### config.mk
export PLATFORM = sky130hd
export DESIGN_NAME = tms_ctrl
export DESIGN_NICKNAME = d
export VERILOG_FILES = /design/src/sv/tms_pkg.sv /design/src/sv/tms_ctrl.sv
export SDC_FILE = /design/constraint.sdc
export NUM_CORES = 1
export LEC_CHECK = 0
export ABC_AREA = 1
export BUFFER_PORTS_ARGS = -buffer_cell sky130_fd_sc_hd__buf_4
export CORE_AREA = 2 2 39 41
export CTS_BUF_LIST = sky130_fd_sc_hd__clkbuf_8
export DETAILED_ROUTE_END_ITERATION = 12
export DIE_AREA = 0 0 41 43
export PLACE_DENSITY = 0.53
export SKIP_CTS_REPAIR_TIMING = 1
export SLEW_MARGIN = 20
export SYNTH_ARGS = -nofsm -noshare
export SYNTH_HDL_FRONTEND = slang
export SYNTH_SLANG_ARGS = --single-unit
### constraint.sdc
create_clock -name clk -period 1.25 [get_ports clk]
set_input_delay 0.1875 -clock clk [delete_from_list [all_inputs] [get_ports clk]]
set_output_delay 0.1875 -clock clk [all_outputs]
set_load 0.01 [all_outputs]
### src/sv/tms_pkg.sv
// ----------------------------------------------------------------------------
// tms_pkg: shared types and constants for the Turing machine stepper
// Tape and rule table sizes, item and rule layouts, codes and the
// command/status bundles between controller and datapath.
// ----------------------------------------------------------------------------
package tms_pkg;

  localparam int TAPE_CELLS   = 1024;
  localparam int RULE_ENTRIES = 64;
  localparam int SYMBOL_BITS  = 8;

  localparam int TAPE_AW = $clog2(TAPE_CELLS);
  localparam int RULE_AW = $clog2(RULE_ENTRIES);
  localparam int RULE_CW = $clog2(RULE_ENTRIES + 1);

  localparam logic [SYMBOL_BITS-1:0] TAPE_BLANK = SYMBOL_BITS'(66);

  localparam logic [1:0] MOVE_RIGHT = 2'd1;
  localparam logic [1:0] MOVE_LEFT  = 2'd2;

  typedef enum logic [1:0] {
    ACT_RULE  = 2'd0,
    ACT_CELL  = 2'd1,
    ACT_START = 2'd2,
    ACT_STEP  = 2'd3
  } action_t;

  typedef enum logic [2:0] {
    ST_STEPPED  = 3'd0,
    ST_HALTED   = 3'd1,
    ST_NO_RULE  = 3'd2,
    ST_OFF_TAPE = 3'd3,
    ST_LOADED   = 3'd4
  } status_t;

  typedef enum logic [1:0] {
    CFG_START = 2'd0,
    CFG_END   = 2'd1,
    CFG_COUNT = 2'd2,
    CFG_BLANK = 2'd3
  } cfg_index_t;

  typedef enum logic [2:0] {
    FSM_CLEAR,
    FSM_IDLE,
    FSM_EXEC,
    FSM_SCAN,
    FSM_DONE
  } fsm_t;

  typedef struct packed {
    logic [7:0]             from_state;
    logic [SYMBOL_BITS-1:0] read_sym;
    logic [7:0]             to_state;
    logic [SYMBOL_BITS-1:0] write_sym;
    logic [1:0]             move;
  } rule_t;

  typedef struct packed {
    action_t                action;
    logic [5:0]             rule_slot;
    rule_t                  rule;
    logic [9:0]             cell_address;
    logic [SYMBOL_BITS-1:0] cell_symbol;
  } item_t;

  typedef struct packed {
    logic clear;
    logic load_item;
    logic exec;
    logic scan;
    logic out_load;
  } tms_cmd_t;

  typedef struct packed {
    logic clear_last;
    logic step_scan;
    logic hit;
    logic last_rule;
  } tms_sts_t;

endpackage

### src/sv/tms_ctrl.sv
// ----------------------------------------------------------------------------
// tms_ctrl: sequencer for the Turing machine stepper
// Runs the tape clear after reset, takes one transaction at a time, walks
// the rule search and hands the result to the output register.
// ----------------------------------------------------------------------------
module tms_ctrl (
  input  logic              clk,
  input  logic              rst,
  input  logic              in_valid,
  output logic              in_ready,
  output logic              out_valid,
  input  logic              out_ready,
  input  tms_pkg::tms_sts_t sts,
  output tms_pkg::tms_cmd_t cmd
);
  import tms_pkg::*;

  fsm_t state, state_next;
  logic out_free;

  assign out_free = !out_valid || out_ready;

  always_ff @(posedge clk) begin
    if (rst) begin
      state <= FSM_CLEAR;
    end else begin
      state <= state_next;
    end
  end

  always_comb begin
    state_next = state;
    cmd        = '0;
    in_ready   = 1'b0;
    unique case (state)
      FSM_CLEAR: begin
        cmd.clear = 1'b1;
        if (sts.clear_last) state_next = FSM_IDLE;
      end
      FSM_IDLE: begin
        in_ready      = 1'b1;
        cmd.load_item = in_valid;
        if (in_valid) state_next = FSM_EXEC;
      end
      FSM_EXEC: begin
        cmd.exec   = 1'b1;
        state_next = sts.step_scan ? FSM_SCAN : FSM_DONE;
      end
      FSM_SCAN: begin
        cmd.scan = 1'b1;
        if (sts.hit || sts.last_rule) state_next = FSM_DONE;
      end
      FSM_DONE: begin
        cmd.out_load = out_free;
        if (out_free) state_next = FSM_IDLE;
      end
      default: state_next = FSM_CLEAR;
    endcase
  end

  always_ff @(posedge clk) begin
    if (rst) begin
      out_valid <= 1'b0;
    end else if (cmd.out_load) begin
      out_valid <= 1'b1;
    end else if (out_ready) begin
      out_valid <= 1'b0;
    end
  end

  // a result only appears from the hand-off state
  a_rise_from_done: assert property (@(posedge clk) disable iff (rst)
    $rose(out_valid) |-> $past(state == FSM_DONE))
    else $error("output valid rose outside hand-off");

endmodule

==> reports/metrics.yaml, run 1 <==
die_area_um2: 1763
synth_nets: 67
initial_utilization_pct: 25.05
die_x_um: 41
syn_to_final_growth_pct: 56.32
cts_buffers: 3
port_buffers: 14
rows: 14
hold_viol: 0
power.switching_uw: 518.8
pwr_density_cell_nw_per_um2: 2377
max_stage_delay_ns: 0.36
ant_nets: 0
min_to: "state[1]$_SDFFE_PP0P_"
grt_usage_pct: 8.526
fill_cells: 139
r2r_start: "state[0]$_SDFFE_PP0P_"
hold-path-cell-count: 2
worst-setup-path-type: "reg -> out"
status: "completed"
fin_ws_ns: 0.03769
finClkSkew_ns: 0.001391
p_int_uw: 769.1
nNetsFinal: 89
clockPowerShare_pct: 21.0
max_freq_mhz: 824.9
path_clk_slew_ns: 0.03
synthCells: 59
place.gp.congestion: 0.7294
htreeDepth: 1
placed_area_um2: 464.2
grt_max_degree: 9
numClockSinks: 4
p_seq_share_pct: 20.8
synthMuxAreaShare_pct: 0
cts_max_path_buffers: 2
period_share_pct: 96.99
maxCapViolCount: 0
grt_pass1_vias: 289
die_y_um: 43
mappedNetlistArea_um2: 346.6
insertedDiodeCount: 0
crit_family: "flip-flops"
ys_ff_latch: 4
crit_slowest_cell: "dfxtp_4"
yosysWarningCount: 0
fin_area_um2: 541.8
path_max_fanout: 6
comb_power_share_pct: 58.2
io_pins: 15
min_from: "rst"
grt_overflow_total: 0
peakVddDrop_mv: 0.6765
synth_area_per_cell_um2: 5.874
worstPathCellList: "nor2_4 > nand2_1 > nor2_1 > buf_4"
clkLatencyLatePin_ns: 0.22
startpoint_type: "flop"
drv_slew: 0
worstHoldPathType: "in -> reg"
crit_buf_inv: 1
register_area_um2: 86.33
tns_ns: 0
antenna_found_initial: 0
drive_gt1_share_pct: 45.57
crit_required_ns: 1.06
place_hpwl_um: 583.3
synthSimpleGateAreaFrac_pct: 50.54
final_common_cell: "buf_4"
synth_xor_area_share_pct: 0
cts_tree: "yes"
synth_compound_area_share_pct: 5.776
slew_headroom_pct: 84.23
final_cell_mix: "buf_4, inv_1, nor2_1"
end_kind: "primary output"
tightestPinTransition_ns: 0.2340
first_pass_iters: 4
p_sw_share_pct: 40.28
stdcell_count: 95
routed_wl_um: 759
drc_errors: 0
post-route-min-period_ns: 1.212
crit_arrival_ns: 1.02
crit_start: "state[0]$_SDFFE_PP0P_"
rrSetupSlack_ns: 0.13
root_buffer: "clkbuf_8"
yosysUniqueCellTypes: 15
synth_top_family_by_area: "simple AND/OR/NAND/NOR gates"
r2r-end: "state[2]$_SDFFE_PP0P_"
vias: 390
worst_r2r_path_depth: 9
via_per_inst: 4.105
wl_per_cell_um: 7.989
p_leak_nw: 0.2937
post-place-cells: 89
synth_seq_area_share_pct: 23.10
synth_fa_ha_area_share_pct: 0
grt_pass1_wl_um: 979
core-area_um2: 1384
finalSetupViolCount: 0
multiInputGateArea_um2: 202.7
drt-initial-drc-count: 3
total_power_mw: 1.288
place_ws_ns: 0.1237
rsz0062_at_grt: "true"
## synthesized netlist by cell type
library cell,count,area [um2]
nand2_1,7,26.28
nand2_2,5,31.28
nor2_1,13,48.80
dfxtp_1,4,80.08
a21oi_1,2,10.01
inv_2,1,3.750
o21ai_1,1,5.000
nor2_2,2,12.51
nand3_2,1,10.01
inv_1,12,45.04
nor3_1,2,10.01
nand3_1,5,25.02
buf_6,2,22.52
nor2_4,1,11.26
o21ai_0,1,5.000
## worst max-delay path by stage
stage,slack (ns),to,cells after the start
after floorplan,0.23,state[2]$_SDFFE_PP0P_,8
after global placement,0.13,state[2]$_SDFFE_PP0P_,7
after detailed placement,0.12,state[2]$_SDFFE_PP0P_,7
after CTS,-0.09,cmd[0],4
after global routing,-0.01,cmd[0],4
final,0.04,cmd[0],4
## cell type report
| type | instances | share of cell area, % |
|---|---|---|
| clock buffer | 3 | 7.621 |
| inverter | 13 | 9.007 |
| multi-input combinational | 40 | 37.41 |
| sequential | 4 | 15.94 |
| tap | 16 | 3.695 |
| timing repair buffer | 19 | 26.33 |
## sequential cells by signal (all words and copies together) (netlist names)
name	flops
out_valid	1
state	3
## worst register-to-register path, stage by stage (launching register included)
cell     delay (ns)
dfxtp_4        0.36
buf_4          0.14
nand2_2        0.07
nor2_4         0.04
nand2_2        0.06
nand2_2        0.08
nor2_2         0.12
nand2_2        0.06
nand2_1        0.06
nor2_1         0.03
## layer usage
metal	global-route usage [%]	part of all wire, %	up-vias
met5	0	0	-
met4	8.000	2.8	0
met3	1.571	5.9	2
met2	13.75	54	12
met1	8.333	37	159
li1	-	-	217
## stage by stage
step / util, % / hold slack (ns)
floorplan: - / 0.2566
global placement: 33.54 / 0.3703
detailed placement: 33.54 / 0.3737
CTS: 36.53 / 0.1466
global route: 39.15 / 0.1422
finish: 39.15 / 0.1366
## cell families (layout without fill, tap and decap cells)
| group | after synthesis | count (layout) |
|---|---|---|
| AND/OR/NAND/NOR | 36 | 36 |
| buffers and inverters | 15 | 35 |
| flip-flops | 4 | 4 |
| AO/OA/AOI/OAI | 4 | 4 |
## power by group through the flow
stage | Sequential, mW | Clock (mW) | Combinational, mW
finish | 0.267 | 0.271 | 0.750
global route | 0.277 | 0.285 | 0.828
CTS | 0.246 | 0.276 | 0.645
detailed placement | 0.248 | 0 | 0.642
global placement | 0.250 | 0 | 0.643
floorplan | 0.211 | 0 | 0.496
Power figures use the tool's default switching activity.
==> run 2, diff against run 1 <==
--- a/config.mk
+++ b/config.mk
@@ -7,11 +7,13 @@
 export LEC_CHECK = 0
 export ABC_AREA = 1
 export BUFFER_PORTS_ARGS = -buffer_cell sky130_fd_sc_hd__buf_4
+export CELL_PAD_IN_SITES_DETAIL_PLACEMENT = 0
+export CELL_PAD_IN_SITES_GLOBAL_PLACEMENT = 1
 export CORE_AREA = 2 2 39 41
 export CTS_BUF_LIST = sky130_fd_sc_hd__clkbuf_8
 export DETAILED_ROUTE_END_ITERATION = 12
 export DIE_AREA = 0 0 41 43
-export PLACE_DENSITY = 0.53
+export PLACE_DENSITY = 0.73
 export SKIP_CTS_REPAIR_TIMING = 1
 export SLEW_MARGIN = 20
 export SYNTH_ARGS = -nofsm -noshare
==> run 2 against run 1 <==
Effect of this change:
- first-iteration DRC count grew 67%
- utilization shrank 1.1 points
- via count shrank 2.1%
- critical path type unchanged
- highest routed layer is now met3
==> reports/metrics.yaml, run 2 (same netlist as run 1, synthesis figures left out) <==
status: "completed"
first_pass_iters: 2  # -2
insertedDiodeCount: 0  # unchanged
post-route-min-period_ns: 1.224  # +0.01150 ns
finalSetupViolCount: 0  # unchanged
wl_per_cell_um: 8.172  # +2.3%
cts_buffers: 3  # unchanged
die_y_um: 43  # unchanged
wl_met1_um: 321  # +14%
vias: 382  # -2.1%
worstHoldPathType: "in -> reg"
via_per_inst: 4.108  # about the same
largestRegisters: "state x3, out_valid x1"
crit_required_ns: 1.06  # about the same
grt_max_degree: 9  # unchanged
port_buffers: 14  # unchanged
rsz0062_at_grt: "true"
hold_viol: 0  # unchanged
die_area_um2: 1763  # unchanged
wl_met2_um: 403  # -1.5%
numClockSinks: 4  # unchanged
rows: 14  # unchanged
fin_area_um2: 526.8  # -2.8%
worst-setup-path-type: "reg -> out"
final_common_cell: "buf_4"
peakVddDrop_mv: 0.6568  # -2.9%
htreeDepth: 1  # unchanged
end_kind: "primary output"
initial_utilization_pct: 25.05  # unchanged
stdcell_count: 93  # -2.1%
core-area_um2: 1384  # unchanged
startpoint_type: "flop"
slew_headroom_pct: 85.60  # +1.4 points
nNetsFinal: 87  # -2.2%
maxCapViolCount: 0  # unchanged
post-place-cells: 89  # unchanged
cts_tree: "yes"
total_power_mw: 1.239  # -3.8%
drc_errors: 0  # unchanged
place_hpwl_um: 609.7  # +4.5%
ant_nets: 0  # unchanged
drv_slew: 0  # unchanged
drt-initial-drc-count: 5  # +2
root_buffer: "clkbuf_8"
period_share_pct: 97.91  # +0.92 points
routed-wl-met3_um: 35  # -22%
grt_usage_pct: 10.64  # +2.1 points
clkLatencyLatePin_ns: 0.22  # about the same
drive_gt1_share_pct: 44.16  # -1.4 points
grt_pass1_vias: 341  # +18%
p_leak_nw: 0.2837  # -3.4%
path_clk_slew_ns: 0.03  # about the same
regMostFlops: "state"
max_freq_mhz: 817.1  # -0.94%
path_max_fanout: 8  # +2
tightestPinTransition_ns: 0.2137  # -0.02032 ns
placed_area_um2: 464.2  # unchanged
top_layer: "met3"
final_cell_mix: "buf_4, nor2_1, inv_1"
fill_cells: 151  # +8.6%
crit_arrival_ns: 1.04  # +0.02 ns
routed_wl_um: 760  # +0.13%
finClkSkew_ns: 0.002231  # +0.0008404 ns
cts_max_path_buffers: 2  # unchanged
grt_pass1_wl_mm: 1.255  # +28%
die_x_um: 41  # unchanged
io_pins: 15  # unchanged
syn_to_final_growth_pct: 51.99
pwr_density_cell_nw_per_um2: 2352  # -1.0%
grt_overflow_total: 0  # unchanged
antenna_found_initial: 0  # unchanged
largest_register_ffs: 3  # unchanged
place.gp.congestion: 0.7111  # -2.5%
[run 2: changes by cell type in the layout (fill, tap and decap cells not counted)]
cell | previous run | this run
nand2_2 | 5 | 6
nand2_1 | 7 | 6
buf_4 | 19 | 17
nor2_1 | 12 | 13
nor2_2 | 2 | 1
[run 2: area by class of cell]
cell class | instances | area [um2] | area share, %
Clock buffer | 3 | 41.29 | 7.838
Tap cell | 16 | 20.02 | 3.800
Sequential cell | 4 | 86.33 | 16.39
Inverter | 13 | 48.80 | 9.264
Timing Repair Buffer | 17 | 127.6 | 24.23
Multi-Input combinational cell | 40 | 202.7 | 38.48
[run 2: layer usage]
layer  vias to the layer above  track usage, %
met3                         0           1.571
met2                         6           15.94
met4                         0           8.000
met1                       163           12.86
li1                        213               -
met5                         -               0
[run 2: final timing paths]
kind / startpoint / to / slack (ns) / depth (start not counted)
max: state[0]$_SDFFE_PP0P_ / cmd[4] / 0.03 / 4
min: rst / state[1]$_SDFFE_PP0P_ / 0.15 / 2
min reg2reg: out_valid$_SDFFE_PP0P_ / out_valid$_SDFFE_PP0P_ / 0.51 / 2
max reg2reg: state[0]$_SDFFE_PP0P_ / state[2]$_SDFFE_PP0P_ / 0.13 / 7
[run 2: where the power goes]
group	leakage (nW)	total (mW)	internal [mW]	switching (mW)
combinational	0.228	0.695	0.329	0.366
clock	0.0216	0.269	0.205	0.0642
sequential	0.0342	0.275	0.194	0.0805
total	0.284	1.24	0.729	0.510
[run 2: stage by stage]
step	hold slack [ns]	setup slack [ns]	utilization [%]	setup TNS (ns)
floorplan	0.2566	0.2287	-	0
global placement	0.3697	0.09528	33.54	0
detailed placement	0.3718	0.09916	33.54	0
CTS	0.1462	-0.09913	36.53	-0.1957
global route	0.1531	-0.04681	38.07	-0.1095
finish	0.1478	0.02619	38.07	0
[run 2: critical path, cell delays in order (launching register included)]
cell and delay (ns):
dfxtp_4 0.37, nor2_4 0.16, inv_1 0.07, nor2_1 0.09
buf_4 0.13
==> run 3, diff against run 2 <==
--- a/config.mk
+++ b/config.mk
@@ -13,7 +13,8 @@
 export CTS_BUF_LIST = sky130_fd_sc_hd__clkbuf_8
 export DETAILED_ROUTE_END_ITERATION = 12
 export DIE_AREA = 0 0 41 43
-export PLACE_DENSITY = 0.73
+export PLACE_DENSITY = 0.76
+export SETUP_SLACK_MARGIN = 0.05
 export SKIP_CTS_REPAIR_TIMING = 1
 export SLEW_MARGIN = 20
 export SYNTH_ARGS = -nofsm -noshare
==> constraint.sdc (replaced) <==
create_clock -name clk -period 1.1 [get_ports clk]
set_input_delay 0.165 -clock clk [delete_from_list [all_inputs] [get_ports clk]]
set_output_delay 0.165 -clock clk [all_outputs]
set_load 0.01 [all_outputs]
==> run 3 against run 2 <==
Effect of this change:
- the run now ends with negative setup slack left
- global-route usage up 0.64 points
- count of clock-buffer cells in the layout did not move
- critical endpoint is now cmd[0]
- clock power up 16%
- flip-flop and latch count is the same
- utilization up 5.4 points
==> reports/metrics.yaml, run 3 (same netlist as run 1, synthesis figures left out) <==
min_from: "rst"
peakVddDrop_mv: 0.8068  # +23%
max_freq_mhz: 834.9
total_power_mw: 1.647  # +33%
crit_arrival_ns: 1.03  # about the same
worst-setup-path-type: "reg -> out"
grt_max_degree: 8  # -1
antenna_found_initial: 0  # unchanged
fin_ws_ns: -0.09774  # -0.1239 ns
place_hpwl_um: 635  # +4.1%
fin_area_um2: 601.8  # +14%
initial_utilization_pct: 25.05  # unchanged
path_max_fanout: 7  # -1
io_pins: 15  # unchanged
comb_power_share_pct: 59.3  # +3.2 points
drc_errors: 0  # unchanged
slew_headroom_pct: 81.90  # -3.7 points
tightestPinTransition_ns: 0.2687  # +0.05501 ns
die_x_um: 41  # unchanged
p_sw_share_pct: 41.62  # +0.42 points
die_y_um: 43  # unchanged
p_leak_nw: 0.3121  # +10%
r2r-end: "state[2]$_SDFFE_PP0P_"
cts_tree: "yes"
drt-initial-drc-count: 3  # -2
worstHoldPathType: "in -> reg"
drv_slew: 0  # unchanged
finalSetupViolCount: 6  # +6
period_share_pct: 108.9
insertedDiodeCount: 0  # unchanged
grt_pass1_wl_mm: 1.331  # +6.1%
final_cell_mix: "buf_4, nor2_1, inv_1"
clockPowerShare_pct: 18.9  # -2.8 points
die_area_um2: 1763  # unchanged
startpoint_type: "flop"
min_to: "state[1]$_SDFFE_PP0P_"
place.gp.congestion: 0.7552  # +6.2%
clkLatencyLatePin_ns: 0.22  # about the same
p_seq_share_pct: 21.7  # -0.5 points
numClockSinks: 4  # unchanged
syn_to_final_growth_pct: 73.65
grt_usage_pct: 11.28  # +0.64 points
port_buffers: 14  # unchanged
vias: 418  # +9.4%
nNetsFinal: 91  # +4.6%
grt_overflow_total: 0  # unchanged
r2r_start: "state[0]$_SDFFE_PP0P_"
ant_nets: 0  # unchanged
end_kind: "primary output"
largest_register_ffs: 3  # unchanged
hold_viol: 0  # unchanged
placed_area_um2: 479.2  # +3.2%
wl_per_cell_um: 8.856  # +8.4%
rows: 14  # unchanged
via_per_inst: 4.309  # +4.9%
first_pass_iters: 2  # unchanged
status: "finished, violations left"
drive_gt1_share_pct: 54.32  # +10 points
post-route-min-period_ns: 1.198
cts_max_path_buffers: 2  # unchanged
p_int_uw: 961.7  # +32%
rsz0062_at_grt: "true"
largestRegisters: "state x3, out_valid x1"
grt_pass1_vias: 361  # +5.9%
finClkSkew_ns: 0.002946  # +0.0007155 ns
failed_checks: "negative setup slack"
htreeDepth: 1  # unchanged
regMostFlops: "state"
hold-path-cell-count: 2  # unchanged
path_clk_slew_ns: 0.03  # about the same
pwr_density_cell_nw_per_um2: 2737  # +16%
power.switching_uw: 685.7  # +34%
final_common_cell: "buf_4"
core-area_um2: 1384  # unchanged
worst_r2r_path_depth: 8  # +1
crit_required_ns: 0.94  # -0.12 ns
cts_buffers: 3  # unchanged
maxCapViolCount: 0  # unchanged
rrSetupSlack_ns: -0.01  # -0.14 ns
root_buffer: "clkbuf_8"
routed_wl_um: 859  # +13%
[run 3: worst max-delay path by stage]
| stage | from | endpoint | slack, ns | depth (start not counted) |
|---|---|---|---|---|
| finish | state[0]$_SDFFE_PP0P_ | cmd[0] | -0.1 | 4 |
| global route | state[0]$_SDFFE_PP0P_ | cmd[0] | -0.14 | 4 |
| CTS | state[2]$_SDFFE_PP0P_ | cmd[0] | -0.21 | 4 |
| detailed placement | state[0]$_SDFFE_PP0P_ | state[2]$_SDFFE_PP0P_ | -0.02 | 7 |
| global placement | state[0]$_SDFFE_PP0P_ | state[0]$_SDFFE_PP0P_ | -0.03 | 5 |
| floorplan | state[0]$_SDFFE_PP0P_ | state[2]$_SDFFE_PP0P_ | 0.08 | 8 |
[run 3: final cells by class]
type                            count  area (um2)
Timing Repair Buffer               21       161.4
Tap cell                           16       20.02
Inverter                           13       48.80
Fill cell                         149       782.0
Multi-Input combinational cell     40       239.0
Sequential cell                     4       91.34
Clock buffer                        3       41.29
[run 3: metal layers]
| metal | vias up | part of all wire (%) | global-route usage [%] |
|---|---|---|---|
| li1 | 221 | - | - |
| met1 | 185 | 39 | 12.99 |
| met2 | 9 | 54 | 15.31 |
| met3 | 3 | 5.1 | 4.712 |
| met4 | 0 | 2.0 | 9.333 |
| met5 | - | 0 | 0 |
[run 3: worst max-delay path: stages, from the launching register on]
cell and delay (ns):
dfxtp_4 0.37, nor2_4 0.15, nand2_2 0.08, nor2_1 0.08, buf_4 0.12
[run 3: power by group through the flow]
| stage | registers [mW] | logic, mW | clock network [mW] |
|---|---|---|---|
| 6_report | 0.358 | 0.977 | 0.312 |
| 5_1_grt | 0.370 | 1.07 | 0.326 |
| 4_1_cts | 0.299 | 0.756 | 0.310 |
| 3_5_place_dp | 0.301 | 0.748 | 0 |
| 3_3_place_gp | 0.303 | 0.756 | 0 |
| 2_1_floorplan | 0.239 | 0.563 | 0 |
[run 3: through the flow]
stage                     setup WS (ns)  utilization [%]  std cells  setup TNS, ns  hold slack (ns)
after floorplan                 0.07870                -         59              0           0.2341
after detailed placement       -0.01570            34.63         91       -0.01570           0.3445
final                          -0.09774            43.49         97        -0.4255           0.1092
after CTS                       -0.2111            37.61         94         -1.017           0.1173
after global routing            -0.1431            43.49         97        -0.7929           0.1093
after global placement         -0.02824            34.63         91       -0.05520           0.3420
